`src/hdl/pva_pkg.sv`:
```
// ----------------------------------------------------------------------------
// pva_pkg: shared types and constants of the voice allocator
// Field widths, action and event codes, register indexes and reset values,
// sequencer states and the flag bundle of the slot evaluation unit.
// ----------------------------------------------------------------------------
package pva_pkg;

  // Default sizing
  localparam int VOICE_SLOTS_DEF = 16;
  localparam int TIME_BITS_DEF   = 48;

  // Fixed field widths
  localparam int ACT_W   = 2;
  localparam int NOW_W   = 48;
  localparam int CH_W    = 4;
  localparam int NOTE_W  = 7;
  localparam int VEL_W   = 7;
  localparam int DUR_W   = 32;
  localparam int KIND_W  = 2;
  localparam int LIM_W   = 6;
  localparam int CFG_IDX_W = 2;

  // Action codes
  localparam logic [ACT_W-1:0] ACT_NOTE_ON = 2'd0;
  localparam logic [ACT_W-1:0] ACT_TICK    = 2'd1;
  localparam logic [ACT_W-1:0] ACT_ALL_OFF = 2'd2;

  // Event kinds
  localparam logic [KIND_W-1:0] EV_NOTE_OFF = 2'd0;
  localparam logic [KIND_W-1:0] EV_NOTE_ON  = 2'd1;
  localparam logic [KIND_W-1:0] EV_DONE     = 2'd2;

  // Configuration registers
  localparam logic [CFG_IDX_W-1:0] REG_PER_CHANNEL_LIMIT = 2'd0;
  localparam logic [CFG_IDX_W-1:0] REG_GLOBAL_LIMIT      = 2'd1;
  localparam logic [LIM_W-1:0]     PER_CHANNEL_LIMIT_RST = 6'd4;
  localparam logic [LIM_W-1:0]     GLOBAL_LIMIT_RST      = 6'd16;

  // Sequencer states
  typedef enum logic [6:0] {
    ST_IDLE   = 7'b0000001,
    ST_SCAN   = 7'b0000010,
    ST_DECIDE = 7'b0000100,
    ST_STEAL  = 7'b0001000,
    ST_SCANG  = 7'b0010000,
    ST_STORE  = 7'b0100000,
    ST_DONE   = 7'b1000000
  } state_t;

  // Comparator use of the evaluation unit
  typedef enum logic {
    EVAL_OLDEST = 1'b0,
    EVAL_EXPIRE = 1'b1
  } eval_mode_t;

  // Flags of one evaluated slot
  typedef struct packed {
    logic ch_match;
    logic key_match;
    logic lt;
  } eval_flags_t;

endpackage

```
`src/hdl/pva_ram.sv`:
```
// ----------------------------------------------------------------------------
// pva_ram: generic single-write, single-read RAM
// One write port, one read port with registered read data.
// ----------------------------------------------------------------------------
module pva_ram #(
  parameter int WIDTH = 8,
  parameter int DEPTH = 16
) (
  input  logic                                    clk,
  input  logic                                    we,
  input  logic [((DEPTH > 1) ? $clog2(DEPTH) : 1)-1:0] wr_addr,
  input  logic [WIDTH-1:0]                        wr_data,
  input  logic [((DEPTH > 1) ? $clog2(DEPTH) : 1)-1:0] rd_addr,
  output logic [WIDTH-1:0]                        rd_data
);

  logic [WIDTH-1:0] mem [DEPTH];

  // Write port
  always_ff @(posedge clk) begin
    if (we) begin
      mem[wr_addr] <= wr_data;
    end
  end

  // Registered read
  always_ff @(posedge clk) begin
    rd_data <= mem[rd_addr];
  end

endmodule

```
`src/hdl/pva_eval.sv`:
```
// ----------------------------------------------------------------------------
// pva_eval: slot evaluation unit
// Matches one slot against the request and runs the single shared
// time comparator, used for age ordering and for expiry checks.
// ----------------------------------------------------------------------------
module pva_eval #(
  parameter int TIME_BITS = pva_pkg::TIME_BITS_DEF
) (
  input  pva_pkg::eval_mode_t          mode,
  input  logic [pva_pkg::CH_W-1:0]     req_channel,
  input  logic [pva_pkg::NOTE_W-1:0]   req_note,
  input  logic [TIME_BITS-1:0]         now_t,
  input  logic [TIME_BITS-1:0]         best_start,
  input  logic [pva_pkg::CH_W-1:0]     slot_channel,
  input  logic [pva_pkg::NOTE_W-1:0]   slot_note,
  input  logic [TIME_BITS-1:0]         slot_start,
  input  logic [TIME_BITS:0]           slot_end,
  output pva_pkg::eval_flags_t         flags
);

  logic [TIME_BITS:0] lhs;
  logic [TIME_BITS:0] rhs;

  // Operand select: expiry tests now < end, age tests start < best
  always_comb begin
    if (mode == pva_pkg::EVAL_EXPIRE) begin
      lhs = {1'b0, now_t};
      rhs = slot_end;
    end else begin
      lhs = {1'b0, slot_start};
      rhs = {1'b0, best_start};
    end
  end

  assign flags.lt        = (lhs < rhs);
  assign flags.ch_match  = (slot_channel == req_channel);
  assign flags.key_match = (slot_channel == req_channel) && (slot_note == req_note);

endmodule

```
`src/hdl/polyphonic_voice_allocator_top.sv`:
```
// ----------------------------------------------------------------------------
// polyphonic_voice_allocator_top: voice slot allocator with oldest steal
// Keeps a table of voice slots, handles note_on, tick and all_off items
// and emits note-off, note-on and done events.
//
//   Channel | Handshake          | Carries
//   --------+--------------------+---------------------------------------
//   in      | in_valid/in_stall  | action, now_ms, channel, note_number,
//           |                    | velocity, duration_ms
//   out     | out_valid/out_stall| event_kind, event_channel, event_note,
//           |                    | event_velocity, status, last
//   cfg     | cfg_valid/cfg_ready| cfg_index, cfg_data
//
// One item at a time; a scan walks the slot RAM one slot per cycle while
// no release event waits on out_stall. A note_on item adds decide and
// store steps, a steal at the channel limit and a second scan over all
// slots with a steal at the global limit. A waiting event held by
// out_stall also stalls the steal, store and done steps.
// Reset clears slot activity and restores the default limits.
// ----------------------------------------------------------------------------
module polyphonic_voice_allocator_top #(
  parameter int VOICE_SLOTS = pva_pkg::VOICE_SLOTS_DEF,
  parameter int TIME_BITS   = pva_pkg::TIME_BITS_DEF
) (
  input  logic                             clk,
  input  logic                             rst,
  // input items
  input  logic                             in_valid,
  output logic                             in_stall,
  input  logic [pva_pkg::ACT_W-1:0]        action,
  input  logic [pva_pkg::NOW_W-1:0]        now_ms,
  input  logic [pva_pkg::CH_W-1:0]         channel,
  input  logic [pva_pkg::NOTE_W-1:0]       note_number,
  input  logic [pva_pkg::VEL_W-1:0]        velocity,
  input  logic [pva_pkg::DUR_W-1:0]        duration_ms,
  // result items
  output logic                             out_valid,
  input  logic                             out_stall,
  output logic [pva_pkg::KIND_W-1:0]       event_kind,
  output logic [pva_pkg::CH_W-1:0]         event_channel,
  output logic [pva_pkg::NOTE_W-1:0]       event_note,
  output logic [pva_pkg::VEL_W-1:0]        event_velocity,
  output logic                             status,
  output logic                             last,
  // configuration writes
  input  logic                             cfg_valid,
  output logic                             cfg_ready,
  input  logic [pva_pkg::CFG_IDX_W-1:0]    cfg_index,
  input  logic [pva_pkg::LIM_W-1:0]        cfg_data
);

  localparam int IDX_W  = (VOICE_SLOTS > 1) ? $clog2(VOICE_SLOTS) : 1;
  localparam int CNT_W  = $clog2(VOICE_SLOTS + 1);
  localparam int END_W  = TIME_BITS + 1;
  localparam int WORD_W = pva_pkg::CH_W + pva_pkg::NOTE_W + TIME_BITS + END_W;
  localparam logic [IDX_W-1:0] LAST_IDX = IDX_W'(VOICE_SLOTS - 1);

  // Sequencer and slot state
  pva_pkg::state_t             state, state_next;
  logic [IDX_W-1:0]            idx, idx_next;
  logic [VOICE_SLOTS-1:0]      active, active_next;

  // Captured request
  logic [pva_pkg::ACT_W-1:0]   req_action;
  logic [TIME_BITS-1:0]        req_now;
  logic [pva_pkg::CH_W-1:0]    req_ch;
  logic [pva_pkg::NOTE_W-1:0]  req_note;
  logic [pva_pkg::VEL_W-1:0]   req_vel;
  logic [pva_pkg::DUR_W-1:0]   req_dur;

  // Scan results
  logic [CNT_W-1:0]            total, total_next;
  logic [CNT_W-1:0]            chcnt, chcnt_next;
  logic                        best_found, best_found_next;
  logic [IDX_W-1:0]            best_idx, best_idx_next;
  logic [TIME_BITS-1:0]        best_start, best_start_next;
  logic [pva_pkg::CH_W-1:0]    best_ch, best_ch_next;
  logic [pva_pkg::NOTE_W-1:0]  best_note, best_note_next;
  logic                        steal_global, steal_global_next;
  logic                        free_found, free_found_next;
  logic [IDX_W-1:0]            free_idx, free_idx_next;
  logic                        status_flag, status_flag_next;

  // Limits
  logic [pva_pkg::LIM_W-1:0]   per_channel_limit;
  logic [pva_pkg::LIM_W-1:0]   global_limit;

  // Slot RAM
  logic                        ram_we;
  logic [IDX_W-1:0]            wr_idx;
  logic [WORD_W-1:0]           wr_word;
  logic [WORD_W-1:0]           rd_word;
  logic [pva_pkg::CH_W-1:0]    slot_ch;
  logic [pva_pkg::NOTE_W-1:0]  slot_note;
  logic [TIME_BITS-1:0]        slot_start;
  logic [END_W-1:0]            slot_end;

  // Evaluation unit
  pva_pkg::eval_mode_t         eval_mode;
  pva_pkg::eval_flags_t        flags;

  // Output staging
  logic                        can_emit;
  logic                        emit;
  logic [pva_pkg::KIND_W-1:0]  emit_kind;
  logic [pva_pkg::CH_W-1:0]    emit_ch;
  logic [pva_pkg::NOTE_W-1:0]  emit_note;
  logic [pva_pkg::VEL_W-1:0]   emit_vel;
  logic                        emit_status;
  logic                        emit_last;

  // Lowest free slot
  logic                        penc_found;
  logic [IDX_W-1:0]            penc_idx;

  logic                        in_accept;
  logic                        is_note_on;
  logic                        slot_act;
  logic                        release_hit;
  logic                        store_found;
  logic [IDX_W-1:0]            store_idx;
  logic                        ch_over;
  logic                        gl_over;

  assign in_stall   = (state != pva_pkg::ST_IDLE);
  assign in_accept  = in_valid && !in_stall;
  assign cfg_ready  = 1'b1;
  assign can_emit   = !out_valid || !out_stall;
  assign is_note_on = (req_action == pva_pkg::ACT_NOTE_ON);
  assign slot_act   = active[idx];
  assign ch_over    = (pva_pkg::LIM_W'(chcnt) >= per_channel_limit);
  assign gl_over    = (pva_pkg::LIM_W'(total) >= global_limit);

  // Slot word layout: channel, note, start time, end time
  assign slot_end   = rd_word[END_W-1:0];
  assign slot_start = rd_word[END_W +: TIME_BITS];
  assign slot_note  = rd_word[END_W + TIME_BITS +: pva_pkg::NOTE_W];
  assign slot_ch    = rd_word[END_W + TIME_BITS + pva_pkg::NOTE_W +: pva_pkg::CH_W];
  assign wr_word    = {req_ch, req_note, req_now,
                       END_W'(req_now) + END_W'(req_dur)};

  pva_ram #(
    .WIDTH (WORD_W),
    .DEPTH (VOICE_SLOTS)
  ) u_slot_ram (
    .clk     (clk),
    .we      (ram_we),
    .wr_addr (wr_idx),
    .wr_data (wr_word),
    .rd_addr (idx_next),
    .rd_data (rd_word)
  );

  assign eval_mode = ((state == pva_pkg::ST_SCAN) && (req_action == pva_pkg::ACT_TICK))
                     ? pva_pkg::EVAL_EXPIRE : pva_pkg::EVAL_OLDEST;

  pva_eval #(
    .TIME_BITS (TIME_BITS)
  ) u_eval (
    .mode         (eval_mode),
    .req_channel  (req_ch),
    .req_note     (req_note),
    .now_t        (req_now),
    .best_start   (best_start),
    .slot_channel (slot_ch),
    .slot_note    (slot_note),
    .slot_start   (slot_start),
    .slot_end     (slot_end),
    .flags        (flags)
  );

  // Lowest inactive slot
  always_comb begin
    penc_found = 1'b0;
    penc_idx   = '0;
    for (int i = VOICE_SLOTS - 1; i >= 0; i--) begin
      if (!active[i]) begin
        penc_found = 1'b1;
        penc_idx   = IDX_W'(i);
      end
    end
  end

  // Release condition of the first scan
  always_comb begin
    case (req_action)
      pva_pkg::ACT_NOTE_ON: release_hit = slot_act && flags.key_match;
      pva_pkg::ACT_TICK:    release_hit = slot_act && !flags.lt;
      pva_pkg::ACT_ALL_OFF: release_hit = slot_act;
      default:              release_hit = 1'b0;
    endcase
  end

  assign store_found = free_found || penc_found;
  assign store_idx   = free_found ? free_idx : penc_idx;

  // Sequencer
  always_comb begin
    state_next        = state;
    idx_next          = '0;
    active_next       = active;
    total_next        = total;
    chcnt_next        = chcnt;
    best_found_next   = best_found;
    best_idx_next     = best_idx;
    best_start_next   = best_start;
    best_ch_next      = best_ch;
    best_note_next    = best_note;
    steal_global_next = steal_global;
    free_found_next   = free_found;
    free_idx_next     = free_idx;
    status_flag_next  = status_flag;
    ram_we            = 1'b0;
    wr_idx            = store_idx;
    emit              = 1'b0;
    emit_kind         = pva_pkg::EV_NOTE_OFF;
    emit_ch           = slot_ch;
    emit_note         = slot_note;
    emit_vel          = '0;
    emit_status       = 1'b0;
    emit_last         = 1'b0;

    case (state)
      pva_pkg::ST_IDLE: begin
        if (in_accept) begin
          total_next       = '0;
          chcnt_next       = '0;
          best_found_next  = 1'b0;
          free_found_next  = 1'b0;
          status_flag_next = 1'b0;
          if (action inside {pva_pkg::ACT_NOTE_ON, pva_pkg::ACT_TICK,
                             pva_pkg::ACT_ALL_OFF}) begin
            state_next = pva_pkg::ST_SCAN;
          end else begin
            state_next = pva_pkg::ST_DONE;
          end
        end
      end

      // Retrigger, count and channel-oldest pass, or expiry / all-off pass
      pva_pkg::ST_SCAN: begin
        if (release_hit && !can_emit) begin
          idx_next = idx;
        end else begin
          if (release_hit) begin
            emit             = 1'b1;
            active_next[idx] = 1'b0;
          end else if (is_note_on && slot_act) begin
            total_next = total + CNT_W'(1);
            if (flags.ch_match) begin
              chcnt_next = chcnt + CNT_W'(1);
              if (!best_found || flags.lt) begin
                best_found_next = 1'b1;
                best_idx_next   = idx;
                best_start_next = slot_start;
                best_ch_next    = slot_ch;
                best_note_next  = slot_note;
              end
            end
          end
          if (idx == LAST_IDX) begin
            state_next = is_note_on ? pva_pkg::ST_DECIDE : pva_pkg::ST_DONE;
          end else begin
            idx_next = idx + IDX_W'(1);
          end
        end
      end

      pva_pkg::ST_DECIDE: begin
        free_found_next = penc_found;
        free_idx_next   = penc_idx;
        if (ch_over) begin
          steal_global_next = 1'b0;
          state_next        = pva_pkg::ST_STEAL;
        end else if (gl_over) begin
          steal_global_next = 1'b1;
          best_found_next   = 1'b0;
          state_next        = pva_pkg::ST_SCANG;
        end else begin
          state_next = pva_pkg::ST_STORE;
        end
      end

      // Release the victim held in the best registers, if any
      pva_pkg::ST_STEAL: begin
        if (!best_found || can_emit) begin
          if (best_found) begin
            emit                  = 1'b1;
            emit_ch               = best_ch;
            emit_note             = best_note;
            active_next[best_idx] = 1'b0;
          end
          if (!steal_global && gl_over) begin
            steal_global_next = 1'b1;
            best_found_next   = 1'b0;
            state_next        = pva_pkg::ST_SCANG;
          end else begin
            state_next = pva_pkg::ST_STORE;
          end
        end
      end

      // Oldest voice over all channels
      pva_pkg::ST_SCANG: begin
        if (slot_act && (!best_found || flags.lt)) begin
          best_found_next = 1'b1;
          best_idx_next   = idx;
          best_start_next = slot_start;
          best_ch_next    = slot_ch;
          best_note_next  = slot_note;
        end
        if (idx == LAST_IDX) begin
          state_next = pva_pkg::ST_STEAL;
        end else begin
          idx_next = idx + IDX_W'(1);
        end
      end

      pva_pkg::ST_STORE: begin
        if (!store_found) begin
          status_flag_next = 1'b1;
          state_next       = pva_pkg::ST_DONE;
        end else if (can_emit) begin
          emit                   = 1'b1;
          emit_kind              = pva_pkg::EV_NOTE_ON;
          emit_ch                = req_ch;
          emit_note              = req_note;
          emit_vel               = req_vel;
          ram_we                 = 1'b1;
          active_next[store_idx] = 1'b1;
          state_next             = pva_pkg::ST_DONE;
        end
      end

      pva_pkg::ST_DONE: begin
        if (can_emit) begin
          emit        = 1'b1;
          emit_kind   = pva_pkg::EV_DONE;
          emit_ch     = '0;
          emit_note   = '0;
          emit_status = status_flag;
          emit_last   = 1'b1;
          state_next  = pva_pkg::ST_IDLE;
        end
      end

      default: begin
        state_next = pva_pkg::ST_IDLE;
      end
    endcase
  end

  // Control registers
  always_ff @(posedge clk) begin
    if (rst) begin
      state  <= pva_pkg::ST_IDLE;
      idx    <= '0;
      active <= '0;
    end else begin
      state  <= state_next;
      idx    <= idx_next;
      active <= active_next;
    end
  end

  // Request capture and scan results
  always_ff @(posedge clk) begin
    if (in_accept) begin
      req_action <= action;
      req_now    <= TIME_BITS'(now_ms);
      req_ch     <= channel;
      req_note   <= note_number;
      req_vel    <= velocity;
      req_dur    <= duration_ms;
    end
    total        <= total_next;
    chcnt        <= chcnt_next;
    best_found   <= best_found_next;
    best_idx     <= best_idx_next;
    best_start   <= best_start_next;
    best_ch      <= best_ch_next;
    best_note    <= best_note_next;
    steal_global <= steal_global_next;
    free_found   <= free_found_next;
    free_idx     <= free_idx_next;
    status_flag  <= status_flag_next;
  end

  // Configuration registers
  always_ff @(posedge clk) begin
    if (rst) begin
      per_channel_limit <= pva_pkg::PER_CHANNEL_LIMIT_RST;
      global_limit      <= pva_pkg::GLOBAL_LIMIT_RST;
    end else if (cfg_valid && cfg_ready) begin
      case (cfg_index)
        pva_pkg::REG_PER_CHANNEL_LIMIT: per_channel_limit <= cfg_data;
        pva_pkg::REG_GLOBAL_LIMIT:      global_limit      <= cfg_data;
        default: ;
      endcase
    end
  end

  // Output register
  always_ff @(posedge clk) begin
    if (rst) begin
      out_valid <= 1'b0;
    end else if (emit) begin
      out_valid <= 1'b1;
    end else if (!out_stall) begin
      out_valid <= 1'b0;
    end
  end

  always_ff @(posedge clk) begin
    if (emit) begin
      event_kind     <= emit_kind;
      event_channel  <= emit_ch;
      event_note     <= emit_note;
      event_velocity <= emit_vel;
      status         <= emit_status;
      last           <= emit_last;
    end
  end

  // Checks
  a_one_voice_added: assert property (@(posedge clk) disable iff (rst)
    1'b1 |=> $countones(active) <= $countones($past(active)) + 1)
    else $error("more than one voice started in a cycle");

  a_done_is_last: assert property (@(posedge clk) disable iff (rst)
    out_valid && last |-> event_kind == pva_pkg::EV_DONE)
    else $error("last flag on an event that is not done");

  a_accept_busy: assert property (@(posedge clk) disable iff (rst)
    in_accept |=> state != pva_pkg::ST_IDLE)
    else $error("sequencer idle after accepting an item");

  a_store_free_slot: assert property (@(posedge clk) disable iff (rst)
    ram_we |-> !active[wr_idx])
    else $error("note stored over an active slot");

endmodule
```
`config.mk`:
```
export PLATFORM = sky130hd
export DESIGN_NAME = polyphonic_voice_allocator_top
export DESIGN_NICKNAME = d
export VERILOG_FILES = /design/src/hdl/pva_pkg.sv /design/src/hdl/pva_ram.sv /design/src/hdl/pva_eval.sv /design/src/hdl/polyphonic_voice_allocator_top.sv
export SDC_FILE = /design/constraint.sdc
export NUM_CORES = 2
export LEC_CHECK = 0
export BUFFER_PORTS_ARGS = -buffer_cell sky130_fd_sc_hd__buf_2
export CORE_UTILIZATION = 60
export CTS_CLUSTER_SIZE = 40
export DETAILED_ROUTE_END_ITERATION = 16
export PLACE_DENSITY = 0.77
export SETUP_SLACK_MARGIN = 0.02
export SYNTH_ARGS = -nofsm -noshare
export SYNTH_HDL_FRONTEND = slang
export SYNTH_SLANG_ARGS = --single-unit
```
`constraint.sdc`:
```
create_clock -name clk -period 8.81 [get_ports clk]
set_input_delay 1.3215 -clock clk [delete_from_list [all_inputs] [get_ports clk]]
set_output_delay 1.3215 -clock clk [all_outputs]
set_load 0.05 [all_outputs]
```
## After elaboration in Yosys (flattened, before gate mapping)

Memory sizes are Yosys's and may differ from the RTL's. A register that Yosys moved wholly into a read port is not among the register bits.
Index checks and enable logic that the tools add are counted.

| word-level totals | value |
|---|---|
| register bits | 243 |
| bits in writable memories | 1,728 |
| input port bits | 113 |
| output and inout port bits | 25 |
| word-level logic and storage cells | 288 |
| memories | 1 |

| operators by class | value |
|---|---|
| add/subtract/negate cells | 4 |
| order comparisons | 9 |
| equality and inequality tests | 38 |
| muxes and demuxes | 155 |
| bitwise operators | 5 |
| reductions and logical operators | 47 |

Memories:

| memory | depth | width | rd ports | clocked after Yosys merged registers in | write ports | line | source |
|---|---|---|---|---|---|---|---|
| u_slot_ram.mem | 16 | 108 | 1 | 1 | 1 | pva_ram.sv:17 | `logic [WIDTH-1:0] mem [DEPTH];` |

Operators with widths:

| operator | count |
|---|---|
| $mux 48 | 7 |
| $mux 7 | 21 |
| $mux 4 | 36 |
| $mux 16 | 6 |
| $pmux 48 s2 | 1 |
| $mux 1 | 50 |
| $add 48x32->49 | 1 |
| $lt 49x49->1 | 1 |
| $mux 49 | 1 |
| $pmux 7 s7 | 1 |
| $pmux 16 s3 | 1 |
| $mux 5 | 8 |
| $and 16x16->16 | 2 |
| $ne 2x2->1 const B | 16 |
| $not 16->16 | 2 |
| $pmux 4 s2 | 3 |
| $pmux 7 s3 | 1 |
| $reduce_and 7->1 | 3 |
| $pmux 5 s2 | 2 |
| $mux 6 | 3 |
| $or 16x16->16 | 1 |
| $lt 4x5->1 const B | 3 |
| $pmux 7 s2 | 1 |
| $demux 1 s4 | 3 |
| 40 further kinds | 84 |

## Logic depth before layout (Yosys ltp)

| depth | value |
|---|---|
| depth after elaboration | 25 |
| depth in mapped cells | 21 |

## Modules after synthesis

From an unflattened synthesis, not the netlist that was laid out.

| second synthesis, totals | value |
|---|---|
| cells, all modules | 3,956 |
| area total of the unflattened synthesis | 80,353.3 sq um |

Modules (own cells, without submodules):

| module | instances | cells an instance | area an instance (sq um) | seq. area each (sq um) |
|---|---|---|---|---|
| pva_ram | 1 | 2,762 | 66,784.1 | 54,051.8 |
| polyphonic_voice_allocator_top | 1 | 945 | 11,374.7 | 6,896.6 |
| pva_eval | 1 | 249 | 2,194.6 | 0.0 |

## Worst setup path before layout

OpenSTA, ideal clock, no wires.

| timing path | value |
|---|---|
| path type | input -> register |
| from | input port out_stall |
| to | memory u_slot_ram.mem[0][0] (netlist name) (enable) |
| data arrival time | 6.820 ns |
| slack | 1.414 ns |
| cell stages on the path | 7 |
| path through | nand2_1 > clkbuf_1 > nand2_1 > inv_1 > clkbuf_1 > nand3_1 > nor2_1 |

| on the way | value |
|---|---|
| cells in the longest elaborated chain, start to end | 7 |

RTL lines:

| element | line | source |
|---|---|---|
| start, declared | polyphonic_voice_allocator_top.sv:38 | `input logic out_stall,` |
| $logic_not 1->1 | - |  |
| $logic_or 1x1->1 | polyphonic_voice_allocator_top.sv:128 | `assign can_emit = !out_valid \|\| !out_stall;` |
| $mux 1 | polyphonic_voice_allocator_top.sv:323 | `end else if (can_emit) begin` |
| $mux 1 | polyphonic_voice_allocator_top.sv:320 | `if (!store_found) begin` |
| $mux 1 | polyphonic_voice_allocator_top.sv:223 | `case (state)` |
| $mux 1 | pva_ram.sv:21 | `if (we) begin` |
| $mux 1 (not written as such) | pva_ram.sv:22 | `mem[wr_addr] <= wr_data;` |
| end, declared | pva_ram.sv:17 |  |

No other way between the ends.

## Worst setup path in the final report

| timing path | value |
|---|---|
| from | register state[6] |
| to | register u_slot_ram.rd_data[45] (read register of u_slot_ram.mem) |

| on the way | value |
|---|---|
| cells in the longest elaborated chain, start to end | 11 |
| elaborated cells on any way between the ends | 13 |

RTL lines:

| element | line | source |
|---|---|---|
| start, declared | polyphonic_voice_allocator_top.sv:59 | `pva_pkg::state_t state, state_next;` |
| start signal, assigned | polyphonic_voice_allocator_top.sv:356 | `state <= pva_pkg::ST_IDLE;` |
| start signal, assigned | polyphonic_voice_allocator_top.sv:360 | `state <= state_next;` |
| $eq 7x2->1 | polyphonic_voice_allocator_top.sv:154, polyphonic_voice_allocator_top.sv:223 |  |
| $logic_and 1x1->1 | polyphonic_voice_allocator_top.sv:154 | `assign eval_mode = ((state == pva_pkg::ST_SCAN) && (req_action == pva_pkg::ACT_TICK))` |
| $mux 1 | polyphonic_voice_allocator_top.sv:155 | `? pva_pkg::EVAL_EXPIRE : pva_pkg::EVAL_OLDEST;` |
| $mux 48 or $mux 49 (tied branches) | pva_eval.sv:26 | `if (mode == pva_pkg::EVAL_EXPIRE) begin` |
| $lt 49x49->1 | pva_eval.sv:35 | `assign flags.lt = (lhs < rhs);` |
| $logic_not 1->1 | polyphonic_voice_allocator_top.sv:188 | `pva_pkg::ACT_TICK: release_hit = slot_act && !flags.lt;` |
| $logic_and 1x1->1 | polyphonic_voice_allocator_top.sv:188 |  |
| $pmux 1 s3 | polyphonic_voice_allocator_top.sv:186 | `case (req_action)` |
| $logic_and 1x1->1 | polyphonic_voice_allocator_top.sv:242 | `if (release_hit && !can_emit) begin` |
| $mux 4 | polyphonic_voice_allocator_top.sv:242 |  |
| $pmux 4 s2 (*) | polyphonic_voice_allocator_top.sv:223 |  |
| end, declared | pva_ram.sv:14 | `output logic [WIDTH-1:0] rd_data` |

Every way passes the cells marked *; elsewhere a longest branch is shown, timed or not.
A chain may end at the register's enable or synchronous reset.

==> run summary <==
Synth top area share = 0.703
Residual DRC count = 0
Hold Slack = 0.430 ns
YS warnings = 0
Post-layout minimum cycle time = 7.61 ns
Die H = 373 µm
Multi-input logic area = 0.0203 mm²
Initial drt markers = 4853
Met3 Use GR = 0.0366
Met2 Resource Use GR = 0.452
Initial antenna violation count = 3
GRT met1 Usage = 0.377
Largest net degree at the start of global routing = 113
Total number of vias = 44783
Worst-skew pair later-pin latency = 0.85 ns
Fill count = 8672
Antenna viol nets, final = 0
VDD IR max = 0.255 mV
Failing checks = capacitance limit, slew limit
Hold-fix buffers at CTS = 0
Clock Skews = 0.0607 ns
CP most frequent cell = a21oi_1
Worst-path clk slew = 0.06 ns
Grt ovf = 0
RSZ-0062 raised after global routing = no
Slew Viols, Final = 2
Critical path endpoint category = flip-flop
Initial Util = 0.607
Comb power frac = 0.093
Arrival time at the worst endpoint = 8.30 ns
Ranking of synthesized cells by area = edfxtp_1 (70%), mux2i_1 (11%), dfxtp_1 (3.6%), a22oi_1 (3.3%), a21oi_1 (1.8%)
Number of synthesized register bits = 2079
Sw frac = 0.243
Post-Syn Area = 0.0825 mm²
Share of cells above drive strength 1 = 0.130
Critical hold path startpoint = u_slot_ram.rd_data[54]
Vias in the first global route = 43904
CTS tree = done
FF-to-FF Start = state[6]
Die width = 373 µm
Global-route wire length before repair = 283000 µm
Synth cell types = 72
Power Dens Cells = 248 mW/mm²
Slew HR = -0.0471
Max Buffers Root-to-Sink = 3
CTS resizes = 0
Max-cap violations = 1
H-tree levels = 4
Critical path type = reg -> reg
Post-DP HPWL = 96600 µm
Synthesis-to-layout area growth = 11.6%
Nets = 5263
Sequential share of the synthesized area = 0.738
Crit path max-delay family = simple AND/OR/NAND/NOR gates
Core Box Area = 0.136 mm²
Wirelength per Cell = 27.5 µm
Status = finished with violations
Leakage = 36.6 nW
Critical-path cell list = nor3_2, nand4b_1, buf_12, mux2_2, ha_1, nand4_1, nor4_1, nor3b_1, o31ai_1, a21oi_1, mux2_2, and3_4, buf_4, a22oi_1, a21oi_1, a21oi_1
Flop pwr share = 0.539
Slowest cell delay on critical path = 1.30 ns
CTS root buffer = clkbuf_16
All-layer global routing usage = 0.274
Clock network fraction of total power = 0.367
CTS Buf Count = 199
Hold WC Path Type = reg -> reg
Syn Nets = 5074
Startpoint types = flip-flop
Setup Buffers After CTS = 0
Tcrit/Tclk final = 0.863
Hold Fails Final Rpt = 0
Worst-path fanout max = 50
Critical path required time = 9.50 ns
Busiest grt layer = met2
Psw = 5.56 mW
Final setup viols = 0
Drt total wl = 192000 µm
CP Launch Point = state[6]
RD Place Congestion = 0.861
Sink Count = 2079
Post-synth top area cell = edfxtp_1
Rows = 135
Slew @ Worst Pin = 1.56 ns
Vias per inst = 6.39
Top FF cell, synth = edfxtp_1
IO buf count = 136
Cell Int Power = 17.3 mW
IO Pins = 138
Asr flop ratio synth = 0
WP buf/inv = 2
Die Area = 0.139 mm²
FF/Latch Area = 0.0609 mm²
Post-synth EDFFs = 1931
Slowest stage cell, crit path = nor4_1
Post-Syn Instances = 4865
Syn_area_per_cell = 17.0 µm²
First-pass DRT Iterations = 6
F_max = 131 MHz
Total Neg Setup Slack = 0 ns
area by class of cell:
| cell class | instances | area share |
|---|---|---|
| Antenna cell | 1 | 0.0000272 |
| Clock buffer | 272 | 0.0585 |
| Clock inverter | 102 | 0.0119 |
| Inverter | 53 | 0.00221 |
| Multi-Input combinational cell | 2485 | 0.220 |
| Sequential cell | 2079 | 0.662 |
| Tap cell | 1781 | 0.0242 |
| Timing Repair Buffer | 236 | 0.0210 |
per-stage QoR:
stage	setup slack [ns]	power, mW	utilization	cell area [µm²]	instances
4_1_cts	1.43	22.9	0.677	92100	7008
3_5_place_dp	1.55	14.6	0.630	85600	6634
6_report	1.20	22.9	0.677	92100	7009
5_1_grt	1.09	23.5	0.677	92100	7009
3_3_place_gp	1.71	14.5	0.630	85600	6634
2_1_floorplan	1.41	13.7	-	82500	4865
Yosys cell counts, types with 7 or more instances:
cell / n
buf_6: 15
o21a_1: 11
mux2_2: 46
xnor2_1: 38
a22oi_1: 358
and2_1: 16
nand4_1: 12
a22o_1: 10
xor2_1: 23
clkbuf_1: 61
ha_1: 95
dfxtp_1: 148
buf_2: 133
a22oi_2: 77
nand3_1: 32
a222oi_1: 11
edfxtp_1: 1931
and3_1: 15
or3_1: 7
a21o_1: 27
nor3_1: 20
nor2_1: 112
nor4_1: 7
a21oi_1: 295
nand2b_1: 14
nor2b_1: 9
nand3b_1: 7
buf_4: 17
buf_1: 21
inv_1: 52
a211oi_1: 11
mux2i_1: 922
o21bai_1: 7
nand2_1: 173
o21ai_0: 43
routing by layer:
| metal | share of wire | routed length, µm |
|---|---|---|
| met1 | 0.40 | 76600 |
| met3 | 0.081 | 15500 |
| met5 | 0 | 0 |
| met4 | 0.031 | 5890 |
| met2 | 0.49 | 94500 |
layout by cell type, fill, tap and decap left out, drive strengths merged, types with 32 or more instances in the layout:
cell type	count
edfxtp	1931
mux2i	922
a22oi	435
a21oi	297
clkbuf	272
buf	236
nand2	173
dfxtp	148
nor2	112
ha	95
clkinv	76
inv	61
mux2	46
o21ai	46
xnor2	38
nand3	32
sequential cells by signal (all words and copies together) (netlist names), 5 cells and up:
name / flops
best_note: 7
req_dur: 32
req_note: 7
state: 7
active: 16
per_channel_limit: 6
u_slot_ram.rd_data: 108
event_note: 7
total: 5
best_start: 48
req_now: 48
req_vel: 7
chcnt: 5
global_limit: 6
event_velocity: 7
u_slot_ram.mem: 1728
final timing paths:
| check | endpoint | slack, ns | depth (start not counted) |
|---|---|---|---|
| worst max-delay path | u_slot_ram.rd_data[45] | 1.20 | 16 |
| worst min register to register | best_start[5] | 0.43 | 0 |
| worst min-delay path | best_start[5] | 0.43 | 0 |
| worst max register to register | u_slot_ram.rd_data[45] | 1.20 | 16 |
power by group through the flow:
stage	Combinational, mW	Sequential [mW]	Clock (mW)
6_report	2.13	12.3	8.40
5_1_grt	2.30	12.4	8.85
4_1_cts	2.10	12.3	8.49
3_5_place_dp	2.08	12.5	0
3_3_place_gp	2.02	12.5	0
2_1_floorplan	1.30	12.4	0
cells by family after synthesis:
kind of cell             share of synthesized area
buffers and inverters                       0.0179
flip-flops                                   0.738
multiplexers                                 0.119
AO/OA/AOI/OAI                               0.0780
XOR/XNOR                                   0.00647
adder cells (fa/ha/maj)                     0.0146
AND/OR/NAND/NOR                             0.0250
other                                    0.0000454
No activity file was read; power rests on OpenSTA's default activity.
